[config.mk]
export PLATFORM = sky130hd
export DESIGN_NAME = presence_hysteresis_qualifier
export DESIGN_NICKNAME = d
export VERILOG_FILES = /design/src/rtl/phq_pkg.sv /design/src/rtl/presence_hysteresis_qualifier.sv /design/src/rtl/phq_state.sv /design/src/rtl/phq_core.sv
export SDC_FILE = /design/constraint.sdc
export NUM_CORES = 2
export LEC_CHECK = 0
export ABC_CLOCK_PERIOD_IN_PS = 7100
export BUFFER_PORTS_ARGS = -buffer_cell sky130_fd_sc_hd__buf_4
export CELL_PAD_IN_SITES_DETAIL_PLACEMENT = 1
export CELL_PAD_IN_SITES_GLOBAL_PLACEMENT = 1
export CORE_AREA = 2 2 313 315
export CTS_BUF_LIST = sky130_fd_sc_hd__clkbuf_8
export DETAILED_ROUTE_END_ITERATION = 16
export DIE_AREA = 0 0 315 317
export PLACE_DENSITY_LB_ADDON = 0.2
export SLEW_MARGIN = 15
export SYNTH_ARGS = -nofsm -noshare
export SYNTH_HDL_FRONTEND = slang
export SYNTH_SLANG_ARGS = --single-unit
export TNS_END_PERCENT = 50
[constraint.sdc]
create_clock -name clk -period 7.1 [get_ports clk]
set_input_delay 0.355 -clock clk [delete_from_list [all_inputs] [get_ports clk]]
set_output_delay 0.355 -clock clk [all_outputs]
set_load 0.05 [all_outputs]
[src/rtl/phq_pkg.sv]
// Package: shared types, constants and codes of the presence hysteresis qualifier.
package phq_pkg;

  localparam int MAX_DEVICES = 8;
  localparam int DEV_W       = $clog2(MAX_DEVICES);
  localparam int CNT_W       = 4;
  localparam int RUN_W       = 8;
  localparam int TIME_W      = 32;
  localparam int ATT_W       = 16;
  localparam int USED_W      = 8;
  localparam int CFG_IDX_W   = 3;
  localparam int CFG_DATA_W  = 32;
  localparam int IN_DATA_W   = 48;
  localparam int OUT_DATA_W  = 24;

  localparam logic [RUN_W-1:0]  RUN_MAX = {RUN_W{1'b1}};
  localparam logic [ATT_W-1:0]  ATT_MAX = {ATT_W{1'b1}};
  localparam logic [TIME_W-1:0] T_UNSET = '0;
  localparam logic [RUN_W-1:0]  CONFIRM_ONE = RUN_W'(1);

  // Register indexes of the configuration port
  localparam logic [CFG_IDX_W-1:0] CFG_DEVICE_COUNT   = 3'd0;
  localparam logic [CFG_IDX_W-1:0] CFG_HIT_CONFIRM    = 3'd1;
  localparam logic [CFG_IDX_W-1:0] CFG_HIT_STABLE_MS  = 3'd2;
  localparam logic [CFG_IDX_W-1:0] CFG_MISS_CONFIRM   = 3'd3;
  localparam logic [CFG_IDX_W-1:0] CFG_MISS_STABLE_MS = 3'd4;

  // Action codes
  localparam logic ACT_PROBE = 1'b0;
  localparam logic ACT_FAIL  = 1'b1;

  typedef struct packed {
    logic [CNT_W-1:0]  device_count;
    logic [RUN_W-1:0]  hit_confirm;
    logic [TIME_W-1:0] hit_stable_ms;
    logic [RUN_W-1:0]  miss_confirm;
    logic [TIME_W-1:0] miss_stable_ms;
  } cfg_t;

  typedef struct packed {
    logic              action;
    logic [DEV_W-1:0]  device;
    logic              probe_ok;
    logic              configured;
    logic [USED_W-1:0] probe_tries;
    logic [TIME_W-1:0] now_ms;
  } item_t;

  typedef struct packed {
    logic              present;
    logic [RUN_W-1:0]  hit_run;
    logic [RUN_W-1:0]  miss_run;
    logic [TIME_W-1:0] hit_start;
    logic [TIME_W-1:0] miss_start;
    logic [ATT_W-1:0]  attempts;
  } entry_t;

  typedef struct packed {
    logic             device_present;
    logic             changed;
    logic             fast_rescan;
    logic [ATT_W-1:0] recover_attempts;
    logic             ignored;
  } result_t;

  localparam entry_t ENTRY_RESET = '0;

endpackage

[src/rtl/presence_hysteresis_qualifier.sv]
// Top level: debounced per-device presence tracker with stream ports and config port.
//
//  channel | dir | handshake            | payload
//  --------+-----+----------------------+---------------------------------------------
//  in_     | in  | in_tvalid/in_tready  | tuser: action; tdata: device..now_ms
//  out_    | out | out_tvalid/out_tready| tdata: present, changed, fast, attempts, ign.
//  cfg_    | in  | cfg_we (no ready)    | cfg_index, cfg_wdata
//
// One transaction per cycle sustained while out_tready is high; items pass the
// input register, then the result register. The per-device entry is read, updated
// and written back in the cycle the item leaves the input register, so back-to-back
// items on the same device see each other's updates. A stall on out_tready holds
// the full registers; in_tready drops only when both are full. Synchronous
// active-low reset clears all device entries and loads the configuration defaults.
module presence_hysteresis_qualifier (
  input  logic                              clk,
  input  logic                              rst_n,
  input  logic                              in_tvalid,
  output logic                              in_tready,
  // tdata, low bit up: device[2:0], probe_ok[3], configured[4],
  // probe_tries[12:5], now_ms[44:13], zero fill[47:45]
  input  logic [phq_pkg::IN_DATA_W-1:0]     in_tdata,
  // tuser: action (0 probe result, 1 runtime failure)
  input  logic                              in_tuser,
  output logic                              out_tvalid,
  input  logic                              out_tready,
  // tdata, low bit up: device_present[0], changed[1], fast_rescan[2],
  // recover_attempts[18:3], ignored[19], zero fill[23:20]
  output logic [phq_pkg::OUT_DATA_W-1:0]    out_tdata,
  input  logic                              cfg_we,
  input  logic [phq_pkg::CFG_IDX_W-1:0]     cfg_index,
  input  logic [phq_pkg::CFG_DATA_W-1:0]    cfg_wdata
);

  phq_pkg::cfg_t    cfg_r;
  logic             s1_valid_r;
  phq_pkg::item_t   s1_item_r;
  logic             out_valid_r;
  phq_pkg::result_t out_res_r;

  phq_pkg::item_t   in_item;
  phq_pkg::entry_t  cur_entry;
  phq_pkg::entry_t  nxt_entry;
  phq_pkg::result_t core_res;
  logic             core_wr;
  logic             s2_ready;
  logic             s1_fire;
  logic             in_fire;

  // unpack the incoming transaction
  always_comb begin
    in_item.action        = in_tuser;
    in_item.device        = in_tdata[2:0];
    in_item.probe_ok      = in_tdata[3];
    in_item.configured    = in_tdata[4];
    in_item.probe_tries   = in_tdata[12:5];
    in_item.now_ms        = in_tdata[44:13];
  end

  // output register frees when empty or being taken
  assign s2_ready  = !out_valid_r || out_tready;
  assign s1_fire   = s1_valid_r && s2_ready;
  assign in_tready = !s1_valid_r || s2_ready;
  assign in_fire   = in_tvalid && in_tready;

  // configuration registers
  always_ff @(posedge clk) begin
    if (!rst_n) begin
      cfg_r.device_count   <= phq_pkg::CNT_W'(8);
      cfg_r.hit_confirm    <= phq_pkg::RUN_W'(2);
      cfg_r.hit_stable_ms  <= '0;
      cfg_r.miss_confirm   <= phq_pkg::RUN_W'(2);
      cfg_r.miss_stable_ms <= '0;
    end else if (cfg_we) begin
      unique case (cfg_index)
        phq_pkg::CFG_DEVICE_COUNT:   cfg_r.device_count   <= cfg_wdata[phq_pkg::CNT_W-1:0];
        phq_pkg::CFG_HIT_CONFIRM:    cfg_r.hit_confirm    <= cfg_wdata[phq_pkg::RUN_W-1:0];
        phq_pkg::CFG_HIT_STABLE_MS:  cfg_r.hit_stable_ms  <= cfg_wdata;
        phq_pkg::CFG_MISS_CONFIRM:   cfg_r.miss_confirm   <= cfg_wdata[phq_pkg::RUN_W-1:0];
        phq_pkg::CFG_MISS_STABLE_MS: cfg_r.miss_stable_ms <= cfg_wdata;
        default: ;
      endcase
    end
  end

  // input register
  always_ff @(posedge clk) begin
    if (!rst_n) begin
      s1_valid_r <= 1'b0;
    end else if (in_tready) begin
      s1_valid_r <= in_tvalid;
    end
  end

  always_ff @(posedge clk) begin
    if (in_fire) s1_item_r <= in_item;
  end

  phq_state u_state (
    .clk      (clk),
    .rst_n    (rst_n),
    .rd_idx   (s1_item_r.device),
    .rd_entry (cur_entry),
    .wr_en    (s1_fire && core_wr),
    .wr_idx   (s1_item_r.device),
    .wr_entry (nxt_entry)
  );

  phq_core u_core (
    .cfg   (cfg_r),
    .item  (s1_item_r),
    .cur   (cur_entry),
    .nxt   (nxt_entry),
    .wr_en (core_wr),
    .res   (core_res)
  );

  // result register
  always_ff @(posedge clk) begin
    if (!rst_n) begin
      out_valid_r <= 1'b0;
    end else if (s2_ready) begin
      out_valid_r <= s1_valid_r;
    end
  end

  always_ff @(posedge clk) begin
    if (s1_fire) out_res_r <= core_res;
  end

  assign out_tvalid = out_valid_r;
  assign out_tdata  = {4'b0000, out_res_r.ignored, out_res_r.recover_attempts,
                       out_res_r.fast_rescan, out_res_r.changed,
                       out_res_r.device_present};

endmodule

[src/rtl/phq_state.sv]
// Per-device state registers with one read port and one write port.
module phq_state (
  input  logic                       clk,
  input  logic                       rst_n,
  input  logic [phq_pkg::DEV_W-1:0]  rd_idx,
  output phq_pkg::entry_t            rd_entry,
  input  logic                       wr_en,
  input  logic [phq_pkg::DEV_W-1:0]  wr_idx,
  input  phq_pkg::entry_t            wr_entry
);

  phq_pkg::entry_t entries_r [phq_pkg::MAX_DEVICES];

  always_ff @(posedge clk) begin
    if (!rst_n) begin
      for (int i = 0; i < phq_pkg::MAX_DEVICES; i++) begin
        entries_r[i] <= phq_pkg::ENTRY_RESET;
      end
    end else if (wr_en) begin
      entries_r[wr_idx] <= wr_entry;
    end
  end

  assign rd_entry = entries_r[rd_idx];

endmodule

[src/rtl/phq_core.sv]
// Combinational update of one device entry and the result of one transaction.
module phq_core (
  input  phq_pkg::cfg_t    cfg,
  input  phq_pkg::item_t   item,
  input  phq_pkg::entry_t  cur,
  output phq_pkg::entry_t  nxt,
  output logic             wr_en,
  output phq_pkg::result_t res
);

  logic [phq_pkg::CNT_W-1:0]  limit;
  logic                       ignored;
  logic                       apply;
  logic                       tgt;
  logic                       mok;
  logic                       go;
  logic                       changed;
  logic                       fast;
  logic [phq_pkg::ATT_W:0]    att_sum;
  phq_pkg::entry_t            e;

  always_comb begin
    limit = (cfg.device_count > phq_pkg::CNT_W'(phq_pkg::MAX_DEVICES))
          ? phq_pkg::CNT_W'(phq_pkg::MAX_DEVICES) : cfg.device_count;
    ignored = (phq_pkg::CNT_W'(item.device) >= limit);

    e       = cur;
    apply   = 1'b0;
    tgt     = 1'b0;
    mok     = 1'b1;
    go      = 1'b1;
    changed = 1'b0;
    fast    = 1'b0;
    att_sum = {1'b0, cur.attempts} + (phq_pkg::ATT_W + 1)'(item.probe_tries);

    if (!item.configured) begin
      apply = 1'b1;
    end else begin
      if (item.action == phq_pkg::ACT_PROBE) begin
        if (!e.present) begin
          e.attempts = att_sum[phq_pkg::ATT_W] ? phq_pkg::ATT_MAX
                                                : att_sum[phq_pkg::ATT_W-1:0];
        end else if (item.probe_ok) begin
          e.attempts = '0;
        end
      end

      if (item.action == phq_pkg::ACT_PROBE && item.probe_ok) begin
        // hit: drop the miss streak, run the hit debounce while absent
        e.miss_run   = '0;
        e.miss_start = phq_pkg::T_UNSET;
        if (!e.present && cfg.hit_confirm > phq_pkg::CONFIRM_ONE) begin
          if (e.hit_start == phq_pkg::T_UNSET) e.hit_start = item.now_ms;
          if (e.hit_run != phq_pkg::RUN_MAX) e.hit_run = e.hit_run + phq_pkg::RUN_W'(1);
          if (e.hit_run < cfg.hit_confirm ||
              (item.now_ms - e.hit_start) < cfg.hit_stable_ms) go = 1'b0;
        end
        apply = go;
        tgt   = 1'b1;
      end else begin
        // miss or runtime failure; a failed probe also drops the hit streak
        if (item.action == phq_pkg::ACT_PROBE) begin
          e.hit_run   = '0;
          e.hit_start = phq_pkg::T_UNSET;
        end
        if (e.present && cfg.miss_confirm > phq_pkg::CONFIRM_ONE) begin
          if (e.miss_start == phq_pkg::T_UNSET) e.miss_start = item.now_ms;
          if (e.miss_run != phq_pkg::RUN_MAX) e.miss_run = e.miss_run + phq_pkg::RUN_W'(1);
          if (e.miss_run < cfg.miss_confirm ||
              (item.now_ms - e.miss_start) < cfg.miss_stable_ms) mok = 1'b0;
        end
        apply = mok;
      end
    end

    if (apply && (e.present != tgt)) begin
      e.present    = tgt;
      changed      = 1'b1;
      e.hit_run    = '0;
      e.miss_run   = '0;
      e.hit_start  = phq_pkg::T_UNSET;
      e.miss_start = phq_pkg::T_UNSET;
      if (tgt) e.attempts = '0;
      else     fast = 1'b1;
    end

    nxt   = e;
    wr_en = !ignored;

    if (ignored) begin
      res         = '0;
      res.ignored = 1'b1;
    end else begin
      res.device_present   = e.present;
      res.changed          = changed;
      res.fast_rescan      = fast;
      res.recover_attempts = e.attempts;
      res.ignored          = 1'b0;
    end
  end

endmodule
==> flow_metrics.py <==
metrics = {
    "run_status": {
        "status": "finished with violations",
        "failed_checks": "negative setup slack",
    },
    "clocking": {
        "clock_sinks": 931,
        "htreeDepth": 4,
        "clk_latency_ns": 0.90,
        "cts_made_buffers": 159,
        "cts_tree": "built",
        "path_clk_slew_ns": 0.07,
        "root_buffer": "clkbuf_8",
        "clockBufferDepth": 3,
    },
    "floorplanning": {
        "coreArea_um2": 96300,
        "die_h_um": 317,
        "row_count": 114,
        "start_util_pct": 48.8,
        "die_width_um": 315,
        "die_area_um2": 99900,
        "ios": 115,
    },
    "pwr": {
        "p_int_mw": 10.0,
        "power_mw": 14.8,
        "ir_drop_mv": 0.180,
        "pwr-share-comb_pct": 24.6,
        "power_density_nw_per_um2": 247,
        "switchingPower_mw": 4.80,
        "pwr-share-clk_pct": 32.6,
        "p_leak_nw": 23.0,
        "sequentialPowerShare_pct": 42.7,
        "swShare_pct": 32.3,
    },
    "layout": {
        "final_area_um2": 60200,
        "area_growth_pct": 28.2,
        "fin_nets": 4725,
        "fill_cells": 9372,
        "final_cell_count_no_fill": 5898,
        "layout-drive-gt1-share_pct": 32.0,
    },
    "worst_hold_path": {
        "hold_depth": 5,
        "min_from": "cfg_index[0]",
        "hold_path.class": "primary input to flop",
        "hold_end": "cfg_r[75]$_SDFFE_PN0P_",
    },
    "detailed_routing": {
        "via_per_inst": 6.64,
        "routed_wirelength_um": 204000,
        "num_vias": 39150,
        "drt_iter0_markers": 5369,
        "dr.pass1.iters": 6,
        "detail-route-antenna-nets": 0,
        "drcViolationCount": 0,
        "wire_per_inst_um": 34.6,
    },
    "logic_synthesis": {
        "ys.flop_type": "edfxtp_1",
        "postSynthCellCount": 3787,
        "yosysUniqueCellTypes": 71,
        "ys_seq_elements": 931,
        "seq_area_frac_synth_pct": 57.7,
        "synth.area.top_cells": "edfxtp_1 54%, mux4_2 9.2%, nor2_1 5.1%",
        "synth_area_um2": 46900,
        "async_reset_ff_share_pct": 0,
        "synth_edf_count": 842,
        "ys.warnings.count": 0,
        "syn_avg_cell_area_um2": 12.4,
        "netlist.top_cell.by_area": "edfxtp_1",
        "synth_top_area_share_pct": 53.9,
    },
    "sta": {
        "rsz0062_at_grt": "yes",
        "hold_viol": 0,
        "min_period_ns": 8.55,
        "min_period_over_period_pct": 120,
        "finalWorstSetupSlack_ns": -1.45,
        "slew_headroom_pct": 12.6,
        "worst_pin_slew_ns": 1.31,
        "fin_skew_ns": 0.0752,
        "setup_viol": 795,
        "clock.fmax_ghz": 0.117,
        "drv_slew": 0,
        "hold_ws_ns": 0.0748,
    },
    "placement": {
        "placed_area_um2": 51900,
        "dp.cells": 5375,
        "dp_hpwl_um": 107000,
        "gp_congestion": 0.894,
        "port_buffers": 107,
    },
    "setup_path": {
        "r2r_slack_ns": -1.45,
        "cpPeakStageDelay_ns": 0.54,
        "r2r_end": "u_state.entries_r[0][64]$_SDFFCE_PN0P_",
        "endpoint_kind": "flop",
        "cp-start-kind": "flop",
        "crit_path_max_fanout": 13,
        "path_common_cell": "buf_12",
        "cp_data_arrival_time_ns": 9.12,
        "required_ns": 7.68,
        "crit_type": "flop to flop",
        "reg2reg_depth": 36,
        "crit_slowest_cell": "mux4_2",
    },
    "global_routing": {
        "grt_use_total_pct": 36.5,
        "grt_start_max_net_pins": 98,
        "antenna_found_initial": 16,
        "grt_first_pass_wirelength_um": 264000,
        "grt_pass1_vias": 39175,
        "gr-total-overflow": 0,
    },
    "flow_run": {
        "cap_violations": 0,
    },
}
## worst max-delay path, delay by kind of cell, from the launching register on
kind	cells	cell delay [ns]
flops	1	0.40
fa+ha+maj	2	0.66
simple gates	10	2.24
compound gates	10	2.14
mux	2	0.90
buf+inv	11	1.68
xor+xnor	1	0.17
## power groups by stage
stage                     sequential [mW]  combinational [mW]  clock, mW
after detailed placement             6.42                3.06          0
after global routing                 6.34                3.86       5.03
after global placement               6.40                2.99          0
final                                6.34                3.65       4.84
after CTS                            6.31                3.35       4.66
after floorplan                      6.40                1.77          0
## cell families after synthesis
kind of cell | after synthesis | synth area share, %
compound gates | 658 | 9.62
other cells | 1 | 0.00799
buf+inv | 322 | 3.25
xor+xnor | 64 | 1.19
fa+ha+maj | 154 | 4.15
simple gates | 1341 | 12.1
mux | 316 | 12.0
flops | 931 | 57.7
## flip-flops by register name (all words and copies together), names as in the netlist, named ones only
register           flops
out_tvalid             1
u_state.entries_r    776
cfg_r                 84
s1_valid_r             1
s1_item_r             46
out_tdata             20
## how the worst max path moves through the flow
stage	cells after the start	slack [ns]	endpoint
3_3_place_gp	29	-1.56	u_state.entries_r[1][32]$_SDFFCE_PN0P_
5_1_grt	37	-1.69	u_state.entries_r[0][64]$_SDFFCE_PN0P_
4_1_cts	34	-0.76	u_state.entries_r[7][39]$_SDFFCE_PN0P_
6_report	36	-1.45	u_state.entries_r[0][64]$_SDFFCE_PN0P_
2_1_floorplan	36	-0.07	out_tdata[16]$_SDFFCE_PP0P_
3_5_place_dp	37	-1.82	u_state.entries_r[3][73]$_SDFFCE_PN0P_
## stage by stage
| stage | setup WS, ns | utilization, % | TNS [ns] |
|---|---|---|---|
| 6_report | -1.45 | 62.5 | -926.39 |
| 5_1_grt | -1.69 | 62.5 | -1116.66 |
| 4_1_cts | -0.755 | 60.3 | -494.32 |
| 3_5_place_dp | -1.82 | 53.9 | -1300.96 |
| 3_3_place_gp | -1.56 | 53.9 | -1158.89 |
| 2_1_floorplan | -0.0680 | - | -6.52 |
## metal layers
metal	global-route usage, %	vias to the layer above	wire, um
met2	56.7	3181	89900
met1	45.8	19469	70600
li1	-	15500	-
met4	23.0	22	15800
met3	9.51	978	27500
met5	0.189	-	328
## area by class of cell
| cell class | instances | area (um2) | share of cell area (%) |
|---|---|---|---|
| Sequential cell | 931 | 27100 | 45.0 |
| Multi-Input combinational cell | 2538 | 20600 | 34.2 |
| Timing Repair Buffer | 740 | 7530 | 12.5 |
| Clock buffer | 166 | 2280 | 3.80 |
| Tap cell | 1276 | 1600 | 2.65 |
| Clock inverter | 126 | 652 | 1.08 |
| Inverter | 112 | 420 | 0.699 |
| Antenna cell | 9 | 22.5 | 0.0374 |
## cells in the mapped netlist (all sizes together), types with 18 or more instances
library cell,instances
a21boi,82
nor4,37
o21ai,59
and3,36
edfxtp,842
nor3,28
mux2i,76
o21a,20
nor2b,32
xnor2,46
mux2,48
a21o,58
nand2,406
a22oi,35
buf,123
nand3,69
o211ai,18
a21oi,301
nand4,31
inv,112
xor2,18
nand2b,24
ha,151
clkbuf,87
nor2,641
dfxtp,89
mux4,192
## layout by cell type, fill, tap and decap left out, types with 44 or more instances in the layout
| master | count |
|---|---|
| edfxtp_1 | 842 |
| nor2_1 | 539 |
| buf_4 | 523 |
| nand2_1 | 392 |
| mux4_2 | 192 |
| a21oi_1 | 190 |
| clkbuf_8 | 166 |
| inv_1 | 165 |
| ha_1 | 137 |
| dfxtp_1 | 86 |
| a21oi_2 | 82 |
| a21boi_0 | 81 |
| dlygate4sd3_1 | 81 |
| nor2_4 | 70 |
| nand3_1 | 65 |
| mux2i_1 | 59 |
| a21o_1 | 58 |
| buf_12 | 51 |
| mux2_2 | 46 |
| clkinv_1 | 46 |
| o21ai_0 | 44 |
| xnor2_1 | 44 |
## what timing repair did
action,in CTS,in global routing
resized for setup,231,341
setup endpoints to repair,795,795
gates cloned,30,23
endpoints found under the hold margin,134,0
pin swaps,48,32
buffers inserted,68,30
hold buffers,81,0
Note: power is estimated with default switching activity, not from simulation.
